**src/hw/rtl/bthc_pkg.sv**
```systemverilog
`timescale 1ns / 1ps

package bthc_pkg;

	// Field widths
	localparam int unsigned DATA_W    = 8;
	localparam int unsigned THR_W     = 7;
	localparam int unsigned IDX_W     = 8;
	localparam int unsigned FUNC_W    = 2;
	localparam int unsigned WIN_SUM_W = 16;
	localparam int unsigned HIST_W    = 10;

	// Operation codes carried by func
	typedef enum logic [FUNC_W-1:0] {
		FUNC_SAMPLE = 2'd0,
		FUNC_READ   = 2'd1,
		FUNC_REARM  = 2'd2
	} func_t;

	// Window counter thresholds
	localparam logic [7:0] HIST_START   = 8'd4;
	localparam logic [7:0] OFFSET_START = 8'd12;

	// Reset values
	localparam logic [THR_W-1:0]         THR_RESET      = 7'd16;
	localparam logic signed [DATA_W-1:0] LIMIT_HI_RESET = 8'sh7F;
	localparam logic signed [DATA_W-1:0] LIMIT_LO_RESET = -8'sh7F;

endpackage

```
**src/hw/rtl/baseline_tracking_hit_capture_core.sv**
```systemverilog
`timescale 1ns / 1ps

// Transient recorder with pretrigger and a self-calibrating baseline.
//
// Input channel (in_valid / in_stall) carries one transaction per cycle:
// a sample to record, a read of a stored entry (index 0 is the oldest), or
// a rearm. Every transaction yields exactly one result on the output
// channel (out_valid / out_stall) with read_data and the current status.
//
// A result appears the cycle after its transaction is accepted.
// Throughput is one transaction per cycle; the sample store is a single
// RAM with one write and one registered read port, and each transaction
// uses at most one of them. The output register only blocks new input
// while the receiver stalls a waiting result (in_stall follows out_stall
// whenever a result is pending).
//
// Reset clears all status, sets the limits to +/-127 and the threshold to
// 16. The store needs no clearing pass: a fill level tracks which entries
// were written, and an unwritten entry reads as zero.
// The configuration channel (cfg_valid / cfg_ready / cfg_data) writes the
// hit threshold; it is always ready and should be used while idle.

module baseline_tracking_hit_capture_core #(
	parameter int unsigned STORE_DEPTH = 256
) (
	input  logic                                clk,
	input  logic                                arst_n,
	// configuration
	input  logic                                cfg_valid,
	output logic                                cfg_ready,
	input  logic [bthc_pkg::THR_W-1:0]          cfg_data,
	// input channel
	input  logic                                in_valid,
	output logic                                in_stall,
	input  logic [bthc_pkg::FUNC_W-1:0]         func,
	input  logic signed [bthc_pkg::DATA_W-1:0]  sample,
	input  logic [bthc_pkg::IDX_W-1:0]          read_index,
	// output channel
	output logic                                out_valid,
	input  logic                                out_stall,
	output logic signed [bthc_pkg::DATA_W-1:0]  read_data,
	output logic                                hit_seen,
	output logic                                capture_done,
	output logic signed [bthc_pkg::DATA_W-1:0]  baseline,
	output logic signed [bthc_pkg::DATA_W-1:0]  upper_limit,
	output logic signed [bthc_pkg::DATA_W-1:0]  lower_limit
);

	import bthc_pkg::*;

	localparam int unsigned AW       = $clog2(STORE_DEPTH);
	localparam int unsigned STOP_OFF = STORE_DEPTH - STORE_DEPTH / 4;
	localparam int unsigned IDX_N    = 2 ** IDX_W;

	localparam logic [AW:0]   DEPTH_X   = (AW + 1)'(STORE_DEPTH);
	localparam logic [AW:0]   STOP_X    = (AW + 1)'(STOP_OFF);
	localparam logic [AW-1:0] WP_LAST   = AW'(STORE_DEPTH - 1);

	// Read index folded into the store depth, built at elaboration
	typedef logic [AW-1:0] wrap_tab_t [IDX_N];

	function automatic wrap_tab_t build_wrap();
		wrap_tab_t   t;
		int unsigned r;
		r = 0;
		for (int unsigned i = 0; i < IDX_N; i++) begin
			t[i] = AW'(r);
			r = (r + 1 == STORE_DEPTH) ? 0 : r + 1;
		end
		return t;
	endfunction

	localparam wrap_tab_t RI_WRAP = build_wrap();

	// State registers
	logic [THR_W-1:0]          thr_q;
	logic [AW-1:0]             wp_q;
	logic                      filled_q;
	logic [AW-1:0]             stop_q;
	logic signed [WIN_SUM_W-1:0] win_sum_q;
	logic [7:0]                siw_q;
	logic [7:0]                wn_q;
	logic signed [DATA_W-1:0]  last_mean_q;
	logic signed [DATA_W-1:0]  hist_q [3];
	logic signed [DATA_W-1:0]  off_q;
	logic signed [DATA_W-1:0]  hi_q;
	logic signed [DATA_W-1:0]  lo_q;
	logic                      hit_q;
	logic                      done_q;
	logic                      out_valid_q;
	logic                      rd_ok_s1;

	// Handshake and decode
	logic  in_acc;
	func_t fn;
	logic  do_sample;
	logic  do_read;
	logic  do_rearm;

	assign cfg_ready = 1'b1;
	assign in_stall  = out_valid_q & out_stall;
	assign in_acc    = in_valid & ~in_stall;
	assign fn        = func_t'(func);

	always_comb begin
		do_sample = 1'b0;
		do_read   = 1'b0;
		do_rearm  = 1'b0;
		unique case (fn)
			FUNC_SAMPLE: do_sample = in_acc & ~done_q;
			FUNC_READ:   do_read   = in_acc;
			FUNC_REARM:  do_rearm  = in_acc;
			default:     ;
		endcase
	end

	// Window accumulation
	logic signed [WIN_SUM_W-1:0] sum_next;
	logic [7:0]                  siw_next;
	logic [7:0]                  wn_next;
	logic                        win_end;
	logic signed [DATA_W-1:0]    mean_new;

	assign sum_next = win_sum_q + WIN_SUM_W'(sample);
	assign siw_next = siw_q + 8'd1;
	assign wn_next  = wn_q + 8'd1;
	assign win_end  = (siw_next == 8'd0);
	assign mean_new = sum_next[WIN_SUM_W-1 -: DATA_W];

	// Baseline: mean of history and last window, truncated toward zero
	logic signed [HIST_W-1:0] hist_sum;
	logic signed [HIST_W-1:0] hist_quot;
	logic signed [DATA_W-1:0] nb;
	logic                     hist_upd;
	logic                     off_upd;
	logic [DATA_W-1:0]        hi_calc;
	logic [DATA_W-1:0]        lo_calc;
	logic signed [DATA_W-1:0] hi_new;
	logic signed [DATA_W-1:0] lo_new;

	assign hist_sum  = HIST_W'(hist_q[0]) + HIST_W'(hist_q[1]) + HIST_W'(hist_q[2])
	                 + HIST_W'(last_mean_q);
	assign hist_quot = (hist_sum < 0) ? ((hist_sum + HIST_W'(3)) >>> 2) : (hist_sum >>> 2);
	assign nb        = hist_quot[DATA_W-1:0];
	assign hist_upd  = do_sample & win_end & (wn_next > HIST_START) & ~hit_q;
	assign off_upd   = hist_upd & (wn_next > OFFSET_START);
	assign hi_calc   = DATA_W'(nb) + DATA_W'(thr_q);
	assign lo_calc   = DATA_W'(nb) - DATA_W'(thr_q);
	assign hi_new    = off_upd ? signed'(hi_calc) : hi_q;
	assign lo_new    = off_upd ? signed'(lo_calc) : lo_q;

	// Write pointer, hit detection and stop position
	logic [AW-1:0] wp_next;
	logic          out_of_range;
	logic [AW:0]   stop_sum;
	logic [AW-1:0] stop_calc;

	assign wp_next      = (wp_q == WP_LAST) ? '0 : wp_q + AW'(1);
	assign out_of_range = (sample > hi_new) || (sample < lo_new);
	assign stop_sum     = {1'b0, wp_next} + STOP_X;
	always_comb begin
		if (stop_sum >= DEPTH_X) begin
			stop_calc = AW'(stop_sum - DEPTH_X);
		end else begin
			stop_calc = stop_sum[AW-1:0];
		end
	end

	// Read address, oldest entry first
	logic [AW:0]   rsum;
	logic [AW-1:0] raddr;
	logic          entry_ok;

	assign rsum = {1'b0, wp_q} + (AW + 1)'(1) + {1'b0, RI_WRAP[read_index]};
	always_comb begin
		if (rsum >= DEPTH_X) begin
			raddr = AW'(rsum - DEPTH_X);
		end else begin
			raddr = rsum[AW-1:0];
		end
	end
	assign entry_ok = filled_q | ((raddr != '0) & (raddr <= wp_q));

	// Sample store
	logic [DATA_W-1:0] mem_rdata;

	bthc_ram #(
		.WIDTH (DATA_W),
		.DEPTH (STORE_DEPTH)
	) u_store (
		.clk   (clk),
		.we    (do_sample),
		.waddr (wp_next),
		.wdata (sample),
		.re    (do_read),
		.raddr (raddr),
		.rdata (mem_rdata)
	);

	// Configuration register
	always_ff @(posedge clk or negedge arst_n) begin
		if (!arst_n) begin
			thr_q <= THR_RESET;
		end else if (cfg_valid) begin
			thr_q <= cfg_data;
		end
	end

	// Output register: valid flag and read mask
	always_ff @(posedge clk or negedge arst_n) begin
		if (!arst_n) begin
			out_valid_q <= 1'b0;
			rd_ok_s1    <= 1'b0;
		end else begin
			if (in_acc) begin
				out_valid_q <= 1'b1;
				rd_ok_s1    <= do_read & entry_ok;
			end else if (!out_stall) begin
				out_valid_q <= 1'b0;
			end
		end
	end

	// Store pointer and fill level
	always_ff @(posedge clk or negedge arst_n) begin
		if (!arst_n) begin
			wp_q     <= '0;
			filled_q <= 1'b0;
		end else if (do_sample) begin
			wp_q <= wp_next;
			if (wp_next == '0) begin
				filled_q <= 1'b1;
			end
		end
	end

	// Window, baseline and capture state
	always_ff @(posedge clk or negedge arst_n) begin
		if (!arst_n) begin
			stop_q      <= '0;
			win_sum_q   <= '0;
			siw_q       <= '0;
			wn_q        <= '0;
			last_mean_q <= '0;
			hist_q[0]   <= '0;
			hist_q[1]   <= '0;
			hist_q[2]   <= '0;
			off_q       <= '0;
			hi_q        <= LIMIT_HI_RESET;
			lo_q        <= LIMIT_LO_RESET;
			hit_q       <= 1'b0;
			done_q      <= 1'b0;
		end else if (do_rearm) begin
			hit_q       <= 1'b0;
			done_q      <= 1'b0;
			stop_q      <= '0;
			win_sum_q   <= '0;
			siw_q       <= '0;
			wn_q        <= '0;
			last_mean_q <= '0;
		end else if (do_sample) begin
			siw_q <= siw_next;
			if (win_end) begin
				wn_q        <= wn_next;
				last_mean_q <= mean_new;
				win_sum_q   <= '0;
			end else begin
				win_sum_q <= sum_next;
			end
			if (hist_upd) begin
				hist_q[0] <= hist_q[1];
				hist_q[1] <= hist_q[2];
				hist_q[2] <= last_mean_q;
			end
			if (off_upd) begin
				off_q <= nb;
				hi_q  <= hi_new;
				lo_q  <= lo_new;
			end
			if (hit_q) begin
				if (stop_q == wp_next) begin
					done_q <= 1'b1;
				end
			end else if (out_of_range) begin
				hit_q  <= 1'b1;
				stop_q <= stop_calc;
			end
		end
	end

	// Drive result ports
	assign out_valid    = out_valid_q;
	assign read_data    = rd_ok_s1 ? signed'(mem_rdata) : '0;
	assign hit_seen     = hit_q;
	assign capture_done = done_q;
	assign baseline     = off_q;
	assign upper_limit  = hi_q;
	assign lower_limit  = lo_q;

endmodule

```
**src/hw/rtl/bthc_ram.sv**
```systemverilog
`timescale 1ns / 1ps

module bthc_ram #(
	parameter int unsigned WIDTH = 8,
	parameter int unsigned DEPTH = 256
) (
	input  logic                     clk,
	input  logic                     we,
	input  logic [$clog2(DEPTH)-1:0] waddr,
	input  logic [WIDTH-1:0]         wdata,
	input  logic                     re,
	input  logic [$clog2(DEPTH)-1:0] raddr,
	output logic [WIDTH-1:0]         rdata
);

	logic [WIDTH-1:0] mem [DEPTH];

	// Write port and registered read port
	always_ff @(posedge clk) begin
		if (we) begin
			mem[waddr] <= wdata;
		end
		if (re) begin
			rdata <= mem[raddr];
		end
	end

endmodule

```
**config.mk**
```make
export PLATFORM = sky130hd
export DESIGN_NAME = baseline_tracking_hit_capture_core
export DESIGN_NICKNAME = d
export VERILOG_FILES = /design/src/hw/rtl/bthc_pkg.sv /design/src/hw/rtl/baseline_tracking_hit_capture_core.sv /design/src/hw/rtl/bthc_ram.sv
export SDC_FILE = /design/constraint.sdc
export NUM_CORES = 2
export LEC_CHECK = 0
export BUFFER_PORTS_ARGS = -buffer_cell sky130_fd_sc_hd__buf_2
export CAP_MARGIN = 20
export CORE_MARGIN = 1.5
export CORE_UTILIZATION = 50
export DETAILED_ROUTE_END_ITERATION = 7
export HOLD_SLACK_MARGIN = 0.05
export PLACE_DENSITY = 0.69
export SETUP_SLACK_MARGIN = 0.3
export SLEW_MARGIN = 30
export SYNTH_ARGS = -nofsm -noshare
export SYNTH_HDL_FRONTEND = slang
export SYNTH_SLANG_ARGS = --single-unit
```
**constraint.sdc**
```tcl
create_clock -name clk -period 13 [get_ports clk]
set_input_delay 1.95 -clock clk [delete_from_list [all_inputs] [get_ports clk]]
set_output_delay 1.95 -clock clk [all_outputs]
set_load 0.05 [all_outputs]
```
==> results.rst <==
.. list-table::
   :header-rows: 1

   * - Metric
     - Value
   * - Number of hold buffers added after CTS
     - 0
   * - Worst-path cell with the longest stage delay
     - sky130_fd_sc_hd__a21boi_2
   * - Die Footprint
     - 179000 sq um
   * - Core Footprint
     - about 170000 sq um
   * - Worst hold path endpoint
     - hist_q[13]$_DFFE_PN0P_
   * - Startpoint of the most critical setup path
     - last_mean_q[1]$_DFFE_PN0P_
   * - Mean Syn Cell Area
     - 19.79 sq um
   * - Highest attainable clock frequency
     - 0.1278 GHz
   * - Endpoint of the worst-slack reg-to-reg timing path
     - stop_q[0]$_DFFE_PN0P_
   * - Sequential element share of the synthesized area
     - 0.7327
   * - Grt met2 use
     - 0.3624
   * - Placed wire-length estimate
     - 124.3 mm
   * - WL final
     - 208.6 mm
   * - Synthesis-stage register bit count
     - 2172
   * - TNS Setup
     - 0 ps
   * - Critical setup path kind
     - reg2reg
   * - Part of the cycle the worst path needs
     - 0.6020
   * - Initial Utilization
     - 0.5054
   * - Summed instance area of the synthesized netlist
     - 88240 sq um
   * - Via-to-Cell Ratio
     - between 6 and 7
   * - Startpoint of the tightest hold check path
     - hist_q[13]$_DFFE_PN0P_
   * - # placed instances
     - approximately 6700
   * - Final count of pins violating max slew
     - 0
   * - Leading area contributor after synthesis
     - sky130_fd_sc_hd__edfxtp_1
   * - Power per standard cell area
     - 203.8 nW/um^2
   * - Post-Route Skew
     - 28.97 ps
   * - Delay contributed by the slowest stage of the critical path
     - 580 ps
   * - Share of cells above drive strength 1
     - 0.2339
   * - Met1 Use GR
     - 0.3345
   * - Routing layer with the top usage in global route
     - met2
   * - Remaining max-slew budget at the tightest pin
     - 0.3054
   * - Number of buffers inserted to repair setup after CTS
     - 0
   * - Max IR drop VDD
     - 0.2885 mV
   * - Number of warnings issued by yosys
     - 0
   * - Number of hold violations in the final report
     - 0
   * - Total CTS buffers
     - 210
   * - Die outline width
     - 423.1 microns
   * - Post-synth EDFFs
     - just over 2000
   * - Setup repair after global routing missed its margin
     - no
   * - Max H-tree Level
     - 4
   * - Proportion of register bits with asynchronous set or reset after synthesis
     - 0.05341
   * - Skew-Pair Late Insertion Delay
     - 850 ps
   * - Number of endpoints failing setup at the final stage
     - 0
   * - Post-synth net total
     - 4589
   * - Top flip-flop cell by instance count after synthesis
     - sky130_fd_sc_hd__edfxtp_1
   * - Number of buffers between clock root and the deepest sink
     - 3
   * - Cell count of the worst reg-to-reg path
     - 31
   * - Biggest fanout along the worst timing path
     - 8
   * - Gpl congestion
     - 0.8515
   * - Commonest cells in the synthesized netlist
     - sky130_fd_sc_hd__edfxtp_1 (2056), sky130_fd_sc_hd__mux4_2 (568), sky130_fd_sc_hd__nor2_1 (305)
   * - Worst hold path depth
     - 2
   * - Row count
     - 153
   * - Length of the first detailed-routing pass in iterations
     - 6
   * - Post-synthesis cell type count
     - 86
   * - Number of antenna violations at the first check in global routing
     - 1
   * - Number of resized instances in the post-cts repair step
     - 0
   * - Synth area leaders
     - sky130_fd_sc_hd__edfxtp_1 (70%), sky130_fd_sc_hd__mux4_2 (14%), sky130_fd_sc_hd__dfrtp_1 (3.0%)
   * - Grt total ovfl
     - 0
   * - Final standard cell count with taps included and fillers excluded
     - 7075
   * - Via count
     - 44106
   * - Type of the worst min-delay path
     - reg2reg
   * - Share of Yosys cell area claimed by the top area cell type
     - 0.6997
   * - Clock sink count
     - 2172
   * - Remaining antenna violation count
     - 0
   * - CP endpoint kind
     - flop
   * - Number of cells produced by synthesis
     - 4458
   * - Arr. time, crit path
     - about 8600 ps
   * - Via count of the first global-routing pass
     - 44001
   * - Number of port buffers
     - 65
   * - Met3 global-route usage
     - 0.03890
   * - Fill cells
     - approximately 13000
   * - Startpoint kind of the worst setup timing path
     - flop
   * - Nets
     - 4698
   * - Worst-margin pin slew
     - 1038 ps
   * - WP data required
     - 13740 ps
   * - Register-to-register path setup slack
     - a little over 5000 ps
   * - Number of DRC markers in iteration 0
     - 5117
   * - IO Pins
     - 67
   * - Worst r2r src
     - last_mean_q[1]$_DFFE_PN0P_
   * - Drt wl/cell
     - about 30 microns
   * - Shortest clock period the worst path allows after layout
     - approximately 7800 ps
   * - CTS tree
     - built
   * - Global-route wire length before repair
     - roughly 310 mm
   * - Number of maximum-capacitance constraint violations
     - 0
   * - Clock-pin slew of the registers on the worst-case setup and hold paths
     - around 60 ps
   * - DRC
     - 0
   * - Leakage power total
     - 31.26 nW
   * - Status
     - finished, final reports clean
   * - Most used standard cell by instance count after synthesis
     - sky130_fd_sc_hd__edfxtp_1
   * - Pin count of the biggest net entering global routing
     - 130
   * - Layout Area Growth over Synthesis
     - 11.18%
   * - Global-route usage over all layers
     - 0.2328
   * - Die height
     - 423.1 microns
   * - Library cell used as clock root buffer
     - sky130_fd_sc_hd__clkbuf_16
## where the power goes
part | internal [mW] | total [mW] | switching (mW)
sequential | 7.73 | 7.78 | 0.0567
clock | 3.32 | 5.94 | 2.62
combinational | 2.63 | 6.28 | 3.64
total | 13.7 | 20.0 | 6.32
## cells in the final DEF (no fill, tap or decap), types with 27 or more instances in the layout
| cell | count |
|---|---|
| sky130_fd_sc_hd__o21ai_0 | 115 |
| sky130_fd_sc_hd__dfrtp_1 | 106 |
| sky130_fd_sc_hd__o211ai_1 | 30 |
| sky130_fd_sc_hd__inv_1 | 92 |
| sky130_fd_sc_hd__a21oi_1 | 59 |
| sky130_fd_sc_hd__mux4_2 | 568 |
| sky130_fd_sc_hd__buf_2 | 56 |
| sky130_fd_sc_hd__clkinv_2 | 37 |
| sky130_fd_sc_hd__clkinv_1 | 58 |
| sky130_fd_sc_hd__edfxtp_1 | 2056 |
| sky130_fd_sc_hd__mux2i_1 | 92 |
| sky130_fd_sc_hd__nand3_1 | 42 |
| sky130_fd_sc_hd__ha_1 | 79 |
| sky130_fd_sc_hd__xnor2_1 | 38 |
| sky130_fd_sc_hd__nor2b_1 | 50 |
| sky130_fd_sc_hd__a211oi_1 | 51 |
| sky130_fd_sc_hd__nor2_1 | 303 |
| sky130_fd_sc_hd__nand2_1 | 111 |
| sky130_fd_sc_hd__clkbuf_1 | 53 |
| sky130_fd_sc_hd__a211o_1 | 30 |
| sky130_fd_sc_hd__clkbuf_16 | 215 |
| sky130_fd_sc_hd__mux2_2 | 53 |
| sky130_fd_sc_hd__a2111oi_0 | 27 |
| sky130_fd_sc_hd__buf_4 | 64 |
## layout make-up
| class | instances | area [sq um] | share of cell area |
|---|---|---|---|
| Antenna cell | 1 | 2.502 | 0.00002551 |
| Clock buffer | 268 | 5579 | 0.05687 |
| Clock inverter | 126 | 1111 | 0.01133 |
| Inverter | 97 | 366.6 | 0.003737 |
| Multi-Input combinational cell | 1943 | 22300 | 0.2273 |
| Sequential cell | 2172 | 64650 | 0.6591 |
| Tap cell | 2325 | 2909 | 0.02965 |
| Timing Repair Buffer | 143 | 1177 | 0.01200 |
## flip-flops by register name, summed over array words and instances, names as in the netlist, 7 cells and up
signal,cells
baseline,8
hist_q,24
last_mean_q,8
lower_limit,8
siw_q,8
stop_q,8
thr_q,7
u_store.mem,2048
u_store.rdata,8
upper_limit,8
win_sum_q,16
wn_q,8
wp_q,8
## how the worst max path moves through the flow
stage                                  to  slack [ps]  cells past startpoint
detailed placement  stop_q[0]$_DFFE_PN0P_        5240                     31
global route        stop_q[0]$_DFFE_PN0P_        4490                     32
finish              stop_q[0]$_DFFE_PN0P_        5170                     31
floorplan           stop_q[4]$_DFFE_PN0P_        6350                     32
CTS                 stop_q[0]$_DFFE_PN0P_        5200                     31
global placement    stop_q[0]$_DFFE_PN0P_        5130                     32
## routing by layer
metal / vias up / wire (microns)
li1: 18472 / -
met1: 23444 / 86370
met2: 1866 / 99620
met3: 324 / 15050
met4: 0 / 7571
met5: - / 0
## per-stage QoR
stage               utilization  hold WS (ps)  worst slack, ps  power (mW)  instance area, sq um
finish                   0.5619         481.9             5174       20.00                 98100
global route             0.5619         501.1             4487       20.60                 98090
CTS                      0.5615         484.9             5201       20.06                 98030
detailed placement       0.5232         471.9             5239       14.18                 91340
global placement         0.5230         461.8             5129       14.15                 91310
floorplan                     -         440.6             6349       12.11                 88240
## critical path: cells and delay by family, from the launching register on
family / cells / cell delay (ps)
buffers and inverters: 3 / 180
adder cells (fa/ha/maj): 6 / 2230
flip-flops: 1 / 350
XOR/XNOR: 2 / 390
AND/OR/NAND/NOR: 6 / 1430
AO/OA/AOI/OAI: 13 / 2850
multiplexers: 1 / 270
## cells by family (layout without fill, tap and decap cells)
family,Yosys count,after routing,synth area share
and+or+nand+nor,614,614,0.03118
other,1,2,0.00004250
AOI/OAI and AO/OA,452,452,0.03503
xor gates and xnor gates,59,59,0.006012
muxes,716,716,0.1626
adders and majority gates,101,101,0.01611
buffers and inverters,343,634,0.01632
DFF,2172,2172,0.7327
Power figures use the tool's default switching activity.
